===== config.mk =====
export PLATFORM = sky130hd
export DESIGN_NAME = btmf_lane
export DESIGN_NICKNAME = d
export VERILOG_FILES = /design/src/rtl/btmf_pkg.sv /design/src/rtl/btmf_lane.sv
export SDC_FILE = /design/constraint.sdc
export NUM_CORES = 1
export LEC_CHECK = 0
export BUFFER_PORTS_ARGS = -buffer_cell sky130_fd_sc_hd__buf_2
export CORE_ASPECT_RATIO = 1.75
export CORE_MARGIN = 2
export CORE_UTILIZATION = 59
export CTS_CLUSTER_DIAMETER = 80
export DETAILED_ROUTE_END_ITERATION = 8
export GPL_TIMING_DRIVEN = 0
export HOLD_SLACK_MARGIN = 0.06
export PLACE_DENSITY_LB_ADDON = 0.15
export SYNTH_ARGS = -nofsm -noshare
export SYNTH_HDL_FRONTEND = slang
export SYNTH_SLANG_ARGS = --single-unit

===== constraint.sdc =====
create_clock -name clock -period 5.4 [get_ports clock]
set_input_delay 0 -clock clock [delete_from_list [all_inputs] [get_ports clock]]
set_output_delay 0 -clock clock [all_outputs]
set_load 0.02 [all_outputs]

===== src/rtl/btmf_pkg.sv =====
// Shared constants and types of the batched trimmed-mean ADC filter.
`default_nettype none
package btmf_pkg;

   localparam int SAMPLE_W         = 12;
   localparam int OUT_W            = 12;
   localparam int SAMPLE_COUNT_DEF = 8;
   localparam int SAMPLE_BITS_DEF  = 12;
   localparam int TAG_STAGES       = 3;

   typedef struct packed {
      logic take;
      logic first;
   } lane_ctrl_type;

   typedef struct packed {
      logic valid;
      logic pair;
      logic next_pair;
   } merge_tag_type;

   typedef struct packed {
      logic room;
   } merge_status_type;

endpackage
`default_nettype wire


===== src/rtl/btmf_lane.sv =====
// One channel lane: running max/min/sum, trim and divide by reciprocal multiply.
`default_nettype none
module btmf_lane import btmf_pkg::*; #(
   parameter int SAMPLE_COUNT = SAMPLE_COUNT_DEF,
   parameter int SAMPLE_BITS  = SAMPLE_BITS_DEF
) (
   input  wire logic                clock,
   input  wire lane_ctrl_type       ctrl,
   input  wire logic [SAMPLE_W-1:0] sample,
   output logic      [OUT_W-1:0]    mean
);

   localparam int InW   = (SAMPLE_BITS < SAMPLE_W) ? SAMPLE_BITS : SAMPLE_W;
   localparam int SumW  = SAMPLE_BITS + $clog2(SAMPLE_COUNT + 1);
   localparam bit Trim  = (SAMPLE_COUNT > 2);
   localparam int Div   = Trim ? (SAMPLE_COUNT - 2) : 2;
   localparam int DivL  = $clog2(Div);
   localparam int Shift = SumW + DivL;
   localparam int RecW  = Shift + 1;
   localparam int ProdW = ((SumW + RecW) > (Shift + OUT_W)) ? (SumW + RecW) : (Shift + OUT_W);
   localparam longint RecipL = ((64'd1 << Shift) / Div) + 1;
   localparam logic [RecW-1:0] Recip = RecipL[RecW-1:0];

   logic [SAMPLE_BITS-1:0] v;
   logic [SAMPLE_BITS-1:0] max_ff, max_in;
   logic [SAMPLE_BITS-1:0] min_ff, min_in;
   logic [SumW-1:0]        sum_ff, sum_in;
   logic [SumW-1:0]        diff_ff, diff_in;
   logic [ProdW-1:0]       prod_ff, prod_in;

   always_comb begin
      v = '0;
      v[InW-1:0] = sample[InW-1:0];
      max_in = max_ff;
      min_in = min_ff;
      sum_in = sum_ff;
      if (ctrl.take) begin
         if (ctrl.first) begin
            max_in = v;
            min_in = v;
            sum_in = SumW'(v);
         end else begin
            max_in = (v > max_ff) ? v : max_ff;
            min_in = (v < min_ff) ? v : min_ff;
            sum_in = sum_ff + SumW'(v);
         end
      end
   end

   // sum - max - min is never negative once the batch holds both extremes
   assign diff_in = Trim ? (sum_ff - SumW'(max_ff) - SumW'(min_ff)) : sum_ff;
   assign prod_in = ProdW'(diff_ff) * ProdW'(Recip);

   always_ff @(posedge clock) begin
      max_ff  <= max_in;
      min_ff  <= min_in;
      sum_ff  <= sum_in;
      diff_ff <= diff_in;
      prod_ff <= prod_in;
   end

   assign mean = prod_ff[Shift +: OUT_W];

endmodule
`default_nettype wire


# --- After elaboration in Yosys (flattened, before gate mapping) ---
# Index checks and enable logic that the tools add are counted.
word_totals:
  ff_bits: 86
  input_bits: 15
  out_inout_bits: 12
op_classes:
  n_addsub: 3
  multipliers: 1
  magnitude_cmp: 2
  mux: 5
  n_reduce_logical: 4
op_table:
  columns: ["op", "n"]
  rows:
  - ["2-to-1 mux 12 bit", 5]
  - ["subtractor 16 x 12 -> 16 bit", 2]
  - ["multiplier 16 x 16 -> 30 bit (second input constant)", 1]
  - ["adder 16 x 12 -> 16 bit", 1]
  - ["greater-than comparator 12 bit", 1]
  - ["less-than comparator 12 bit", 1]
  - ["AND reduction 2 bit", 2]
  - ["nonzero test 2 bit", 2]

# --- Logic depth before layout (Yosys ltp) ---
# Gate-level depths: netlist (run 1).
logic_depth:
  depth_word: 3
  mapped_depth: 19

# --- Worst setup path after synthesis (run 1) ---
# No wires, ideal clock.
synth_timing:
  path_type: "register to register"
  from: "reg diff_ff[1]"
  to: "reg prod_ff[27]"
  arrival_time_ns: 5.225
  t_required_ns: 5.275
  setup_slack_ns: 0.050
  stages_incl_launch_ff: 20
  n_path_buf: 0
  period_less_slack_ns: 5.350
  path_cell_list: "dfxtp_1 ha_1 xor2_1 ha_1 inv_1 fa_1 inv_1 fa_1 fa_1 inv_1 fa_1 inv_1 ha_1 and3_1 and4_1 nor2b_1 o311a_1 a311oi_2 a31oi_1 xor2_1"
synth_via:
  elab_chain_cells: 1
synth_rtl:
  columns: ["element", "line", "rtl"]
  rows:
  - ["start, declared", "btmf_lane.sv:28", "logic [SumW-1:0] diff_ff, diff_in;"]
  - ["start signal, assigned", "btmf_lane.sv:58", "diff_ff <= diff_in;"]
  - ["multiplier 16 x 16 -> 30 bit", "btmf_lane.sv:52", "assign prod_in = ProdW'(diff_ff) * ProdW'(Recip);"]
  - ["named net prod_in[27]", "btmf_lane.sv:29", "logic [ProdW-1:0] prod_ff, prod_in;"]
  - ["end signal, assigned", "btmf_lane.sv:59", "prod_ff <= prod_in;"]
  - ["end, declared", "btmf_lane.sv:29", null]
# The timed path passes the listed nets, and every way through them passes these cells.
# A chain may end at the register's enable or synchronous reset.

# --- Final worst setup path (run 1) ---
layout_timing:
  from: "reg diff_ff[1]"
  to: "reg prod_ff[28]"
# The elaborated chain is that of the path after synthesis.

==> results of run 1 <==
-- cell usage in the layout (no fill, tap or decap), drive strengths merged, types with 3 or more instances in the layout --
cell type    instances
a21oi               33
o21a                10
dlygate4sd3         12
nor3b                4
o31ai                3
o2111ai              3
o21bai               4
clkbuf              14
ha                 170
nand2               28
xor2                19
nand2b              11
fa                  89
nor2b               13
nand3                7
inv                218
or2                  6
o211ai               4
and3                 4
a211oi               6
a21o                24
o311a                3
nor2                25
edfxtp              40
a31oi                5
mux2i                3
o21ai               35
mux2                 4
nand4                9
dfxtp               28
xnor2               24
buf                 36
a311oi               3
bufinv               3
a21boi               3
-- flip-flops by register name, summed over array words and instances, names as in the netlist --
name,count
min_ff,12
max_ff,12
prod_ff,12
diff_ff,16
sum_ff,16
-- worst register-to-register path, stage by stage, from the launching register on --
cell                      delay, ns
sky130_fd_sc_hd__dfxtp_4       0.38
sky130_fd_sc_hd__ha_4          0.28
sky130_fd_sc_hd__xor2_4        0.20
sky130_fd_sc_hd__ha_4          0.29
sky130_fd_sc_hd__inv_1         0.05
sky130_fd_sc_hd__fa_1          0.50
sky130_fd_sc_hd__inv_1         0.06
sky130_fd_sc_hd__fa_2          0.46
sky130_fd_sc_hd__fa_1          0.49
sky130_fd_sc_hd__inv_1         0.06
sky130_fd_sc_hd__fa_1          0.53
sky130_fd_sc_hd__inv_1         0.06
sky130_fd_sc_hd__ha_4          0.27
sky130_fd_sc_hd__and3_4        0.22
sky130_fd_sc_hd__and4_4        0.23
sky130_fd_sc_hd__nor2b_4       0.22
sky130_fd_sc_hd__o311a_4       0.26
sky130_fd_sc_hd__nor2_2        0.09
sky130_fd_sc_hd__o21a_1        0.22
sky130_fd_sc_hd__o311a_1       0.33
-- final cells by class --
class                      count  area, sq um  area share [%]
buffer                         4         15.0           0.154
timing repair buffer          48          325            3.33
clock inverter                 6          113            1.15
tap                          180          225            2.31
inverter                     217          815            8.34
multi-input combinational    571         6240            63.9
sequential                    68         1800            18.4
clock buffer                  10          229            2.35
-- cells by family after synthesis --
group / synth area share (%)
simple gates: 6.78
compound gates: 11.5
mux: 0.883
fa+ha+maj: 46.0
buf+inv: 9.75
flops: 20.7
xor+xnor: 4.43
-- metal layers --
metal / vias up / track usage [%] / wire length, um
met5: - / 0 / 0
met4: 0 / 17.1 / 1280
met3: 65 / 2.50 / 392
met2: 127 / 58.1 / 12300
met1: 3062 / 26.0 / 7030
li1: 2961 / - / -
-- worst max path at each step --
stage	start	to	slack (ns)	cells after the start
global route	diff_ff[5]	prod_ff[28]	-0.02	18
detailed placement	diff_ff[1]	prod_ff[28]	-0.76	19
CTS	diff_ff[4]	prod_ff[25]	0.005	19
finish	diff_ff[1]	prod_ff[28]	0.12	19
floorplan	diff_ff[1]	prod_ff[27]	0.05	19
global placement	diff_ff[1]	prod_ff[28]	-0.77	19
-- metrics by stage --
step / TNS (ns) / hold slack, ns
after global routing: -0.0578 / 0.141
after floorplan: 0 / 0.0989
after CTS: 0 / 0.141
final: 0 / 0.142
after global placement: -5.55 / 0.265
after detailed placement: -5.61 / 0.268
-- repair_timing --
action	4_1_cts	5_1_grt
pin swaps	15	17
gates resized for setup	49	22
hold endpoints to repair	32	0
endpoints found under the setup margin	11	7
hold buffers	12	0
setup buffers	8	2
==> results by stage, run 1 <==
Hold path:
- The class of the most critical hold timing path is input port to flip-flop.
- The end point of the worst hold path is sum_ff[12].
- The cell count of the worst hold path is 1.
- The worst min-delay path startpoint is ctrl[1].

Job:
- Max-cap violations in this run came to 0.

Cells and area:
- Compared with the post-synthesis result, the final layout area differs by 14.8%.
- Measured on the finished design, the core utilization comes to 68.6%.
- The number of inserted filler cells in the final layout is 1,136.
- At the end of the flow, the number of nets in the layout was 1,193.
- After routing the design area is 0.00976 sq mm.
- The share of post-route cells with drive strength above 1 is 12.1%.
- The repair_antennas step left the layout with diodes totalling 0.
- The post-layout instance count excluding filler cells is 1,104.

Synthesis:
- Of the synthesized area, sequential elements account for 20.7%.
- The synthesized design devotes to its leading area cell type 25.0% of total area.
- By area the synthesized netlist is led by sky130_fd_sc_hd__ha_1 25%, sky130_fd_sc_hd__fa_1 21%, sky130_fd_sc_hd__edfxtp_1 14%.
- Counting every net in the synthesized netlist gives 1,134.
- The distinct cell type count after synthesis is 49.
- Synthesis inferred 68 register bits.
- The synthesized design spends more area on one cell type than any other, namely sky130_fd_sc_hd__ha_1.
- Averaged over all synthesized cells, the footprint is 9.89 sq um.
- Counting every instance in the synthesized netlist gives 860.
- The count of warnings emitted by yosys is 0.
- By count the netlist is led by 217 x sky130_fd_sc_hd__inv_1, 170 x sky130_fd_sc_hd__ha_1, 89 x sky130_fd_sc_hd__fa_1.
- Summing every instance area after synthesis gives 0.00850 sq mm.
- The most used standard cell by instance count after synthesis is sky130_fd_sc_hd__inv_1.
- The number of enable flip-flop cells after synthesis is 40.
- The leading register cell type out of synthesis is sky130_fd_sc_hd__edfxtp_1.
- The share of flip-flops with an asynchronous set or reset is 0%.

Timing:
- The share of the clock period used by the worst path after layout is 97.8%.
- After layout, the worst setup slack is 0.119 ns.
- Subtracting the final worst setup slack from the clock period gives 5.28 ns.
- At the pin with the least slew margin, the transition time is 0.806 ns.
- The final setup violation count is 0.
- The final number of max-transition violations is 0.
- The maximum operating frequency is 189 MHz.
- The remaining max-slew budget at the tightest pin is 46.2%.
- The total count of hold-check failures in the final report is 0.
- Clock skew on the completed layout was measured at 0.0153 ns.

Placement:
- The post-DP HPWL is 17,100 um.
- The cell area after placement is 0.00886 sq mm.
- The count of placed standard cells including taps is 1,066.
- The global placement routability congestion is 0.968.
- During placement, the flow inserted port buffers numbering 26.
- The worst slack at placement is -0.758 ns.

Critical path:
- The type of the setup path with the least slack is flip-flop to flip-flop.
- The critical path goes through ha_4 > xor2_4 > ha_4 > inv_1 > fa_1 > inv_1 > fa_2 > fa_1 > inv_1 > fa_1 > inv_1 > ha_4 > and3_4 > and4_4 > nor2b_4 > o311a_4 > nor2_2 > o21a_1 > o311a_1.
- In this run the worst path has a maximum fanout of 5.
- The startpoint type of the worst setup path is a flip-flop.
- The worst endpoint required time is 5.63 ns.
- The slowest cell on the critical path is sky130_fd_sc_hd__fa_1.
- The data arrival time of the critical path is 5.51 ns.
- The cell that appears most often on the critical path is sky130_fd_sc_hd__inv_1.
- Grouping stages by cell kind, the critical path spends the most delay in adder cells.
- On the worst path, the slowest cell contributes a delay of 0.53 ns.
- The startpoint identified for the worst register-to-register timing path is diff_ff[1].
- For flop-to-flop paths, the worst setup slack is 0.12 ns.
- In this run the critical register-to-register path is captured at prod_ff[28].
- The kind of end point of the critical path is a flip-flop.
- The buffering stage count on the worst path with inverters included is 4.
- Measured in cells, the most critical reg-to-reg path has a length of 19.

Route:
- The DRC violation total after the first TritonRoute iteration is 171.
- The routed wirelength normalized by instance count is 19.0 um.
- Detailed routing inserted a total of 6,215 vias.
- Before antenna repair, the detailed router went through 4 iterations.
- For this run, design rule violations remaining after detail routing come to 0.
- Dividing the detail-routed via count by the number of cells gives 5.63.
- The routed design has 21,000 um of wire.
- The count of nets left with antenna violations once routing finished came out at 0.

Floorplanning:
- The y dimension of the die is 163 um.
- The core box area is 0.0142 sq mm.
- For this configuration, the core starts out at a cell density of 59.8%.
- The number of placement rows is 58.
- The die outline width is 94.8 um.
- 27 I/O pins were placed.
- The area enclosed by the die boundary is 0.0154 sq mm.

Clock network:
- The clock insertion delay at the later pin of the skew report is 0.34 ns.
- The clock passes through at most 2 buffers.
- The level count of the clock H-tree is 3.
- The CTS buffer count is 9.
- TritonCTS built the clock tree.
- The root buffer selected by CTS is sky130_fd_sc_hd__clkbuf_16.
- CTS saw 68 sinks.
- Clock-pin slew was measured on the worst setup and hold paths at 0.06 ns.

Global route:
- The global-route usage over all layers is 28.7%.
- The number of antenna violations at the first check in global routing is 0.
- The global-route wire length before repair is 33,100 um.
- For this run the aggregate overflow at the end of global routing stands at 0.
- The via count of the first global-routing pass is 6,997.
- Entering global routing, the biggest net connects 19 pins.

Run status:
- The run finished with clean final reports.
Power of run 1 is left out: the tool's default activity adds up to more than one toggle a clock period on the data nets, which glitch-free logic cannot reach.
==> inputs of run 2 (changes only) <==
--- a/config.mk
+++ b/config.mk
@@ -7,7 +7,7 @@
 export LEC_CHECK = 0
 export BUFFER_PORTS_ARGS = -buffer_cell sky130_fd_sc_hd__buf_2
 export CORE_ASPECT_RATIO = 1.75
-export CORE_MARGIN = 2
+export CORE_MARGIN = 4
 export CORE_UTILIZATION = 59
 export CTS_CLUSTER_DIAMETER = 80
 export DETAILED_ROUTE_END_ITERATION = 8
==> results by stage, run 2 (synthesis results as in run 1) <==
Critical path:
- The worst endpoint required time is 5.63 ns.
- The data arrival time of the critical path is 5.50 ns.
- In this run the worst path has a maximum fanout of 5.
- STA classifies the critical path startpoint as a flip-flop.
- The type of the setup path with the least slack is flip-flop to flip-flop.
- STA classifies the critical path endpoint as a flip-flop.

Clock network:
- The tree built by TritonCTS fans out to 68 sinks.
- The cell sitting at the root of the clock tree is a sky130_fd_sc_hd__clkbuf_16.
- No sink is reached through more buffers than the 2 on the longest clock path.
- The post-CTS clock slew at the launch and capture registers of the worst setup and hold paths is 0.07 ns.
- The level count of the clock H-tree is 3.
- The TritonCTS clock tree is yes.
- The clock reaches the later pin of the worst-skew pair after 0.34 ns.
- Buffers inserted during clock tree synthesis total 9.

Global route:
- The global-route wire length before repair is 32,100 um.
- Global routing finished with a remaining overflow of 0.
- The maximum number of pins on one net before global-route repair is 19.
- The global-route usage over all layers is 25.1%.
- The via count of the first global-routing pass is 6,780.
- The number of antenna violations at the first check in global routing is 0.

Timing:
- The slew at the pin closest to its max-slew limit is 1.32 ns.
- The total count of hold-check failures in the final report came to 0.
- The final number of max-transition violations was 0.
- The final setup violation count is 0.
- Based on the critical path, the design can be clocked at up to 190 MHz.
- Clock skew on the completed layout was measured at 0.0121 ns.
- The remaining max-slew budget at the tightest pin is 12.0%.
- The worst path uses 97.6% of the clock period.
- Setup repair after global routing left no endpoint under its margin.
- The routed design could run at a clock period as short as 5.27 ns.

Route:
- Using the TritonRoute via totals, the vias-per-cell ratio works out to 5.59.
- The detail route stage leaves a number of antenna-violating nets equal to 0.
- The number of design rule violations left after detail routing is 0.
- After detailed routing, the total wire length is 20,100 um.
- The DRC violation total after the first TritonRoute iteration is 170.
- For this block, the via count after detailed routing is 6,164.
- The routed wirelength normalized by instance count is 18.3 um.
- The iteration count of the initial detailed-routing pass is 4.

Cells and area:
- Cells with a size suffix above 1 make up 12.0% of the layout.
- The footprint of the flip-flops and latches is 0.00181 sq mm.
- The final layout contains 1,194 nets.
- The post-layout instance count excluding filler cells is 1,102.
- The diode insertion count for antenna repair is 0.
- The library cells used most frequently in the layout, excluding fill and tap cells, are 215 x sky130_fd_sc_hd__inv_1, 151 x sky130_fd_sc_hd__ha_1, 89 x sky130_fd_sc_hd__fa_1.
- After routing the design area is 0.00973 sq mm.
- The library cell used most frequently in the layout, excluding fill and tap cells, is sky130_fd_sc_hd__inv_1.
- Relative to the synthesized area, the layout overhead comes to 14.4%.
- The filler cells instantiated in the layout total 1,095.
- The area of the multi-input gates is 0.00626 sq mm.
- The largest registers in the layout are diff_ff (16), sum_ff (16).
- The final design utilization is 69.6%.

Placement:
- Summed over all nets, the half-perimeter wirelength after detailed placement is 16,900 um.
- The count of input and output buffers is 26.
- The count of placed standard cells including taps is 1,063.
- The cell area after placement is 0.00886 sq mm.
- The global placement routability congestion is 0.969.

Floorplanning:
- The y dimension of the die is 167 um.
- The number of placement rows is 57.
- From left edge to right edge, the die measures 98.8 um.
- The core box area is 0.0140 sq mm.
- Once the floorplan was initialized, standard cells occupied 60.8% of the core.
- The boundary pin count is 27.
- The area enclosed by the die boundary is 0.0165 sq mm.

Hold path:
- The min-delay analysis places its worst path in the category input port to flip-flop.

Run status:
- The flow ran to the end, and the final reports show no timing, DRC or antenna violations.

Job:
- The number of maximum-capacitance violations is 0.
-- run 2: repair_timing --
action                                  in CTS  in global routing
gates resized for setup                     36                 38
endpoints found under the hold margin       33                  0
pin swaps                                    9                 18
endpoints found under the setup margin      11                  7
buffers inserted                             5                  6
hold buffers                                12                  0
-- run 2: worst max-delay path: stages (launching register included) --
cell                      delay, ns
sky130_fd_sc_hd__dfxtp_4       0.43
sky130_fd_sc_hd__ha_4          0.25
sky130_fd_sc_hd__xor2_4        0.17
sky130_fd_sc_hd__ha_4          0.27
sky130_fd_sc_hd__inv_2         0.03
sky130_fd_sc_hd__fa_1          0.55
sky130_fd_sc_hd__inv_1         0.06
sky130_fd_sc_hd__fa_1          0.46
sky130_fd_sc_hd__fa_1          0.48
sky130_fd_sc_hd__inv_1         0.05
sky130_fd_sc_hd__fa_1          0.50
sky130_fd_sc_hd__inv_2         0.05
sky130_fd_sc_hd__ha_4          0.26
sky130_fd_sc_hd__and3_4        0.20
sky130_fd_sc_hd__and4_4        0.24
sky130_fd_sc_hd__nor2b_4       0.22
sky130_fd_sc_hd__o311a_4       0.29
sky130_fd_sc_hd__nor2_4        0.07
sky130_fd_sc_hd__o21a_1        0.21
sky130_fd_sc_hd__o311a_1       0.34
-- run 2: metal layers --
layer	global-route usage (%)	routed length [um]	up-vias
met3	3.18	406	69
met5	0	0	-
li1	-	-	2960
met2	48.6	11500	126
met1	23.5	6780	3009
met4	16.9	1410	0
-- run 2: final timing paths --
kind / cells after the start / slack (ns) / from / end
max: 19 / 0.13 / diff_ff[2] / prod_ff[28]
max reg2reg: 19 / 0.13 / diff_ff[2] / prod_ff[28]
min reg2reg: 1 / 0.60 / sum_ff[15] / diff_ff[15]
min: 1 / 0.13 / ctrl[1] / sum_ff[14]
-- run 2: stage by stage --
step	setup TNS (ns)	worst slack [ns]	hold slack, ns
after global routing	0	0.00455	0.141
final	0	0.131	0.133
after detailed placement	-5.45	-0.723	0.265
after floorplan	0	0.0504	0.0989
after global placement	-4.91	-0.690	0.258
after CTS	0	0.00605	0.131
-- run 2: cell type report --
| type | instances | share of cell area (%) |
|---|---|---|
| multi-input cells | 571 | 64.3 |
| well taps | 177 | 2.28 |
| flip-flops and latches | 68 | 18.6 |
| inverters | 217 | 8.37 |
| repair buffers | 49 | 3.42 |
| plain buffers | 4 | 0.154 |
| clock inverters | 6 | 0.501 |
| clock buffers | 10 | 2.35 |
Power of run 2 is left out for the same reason.
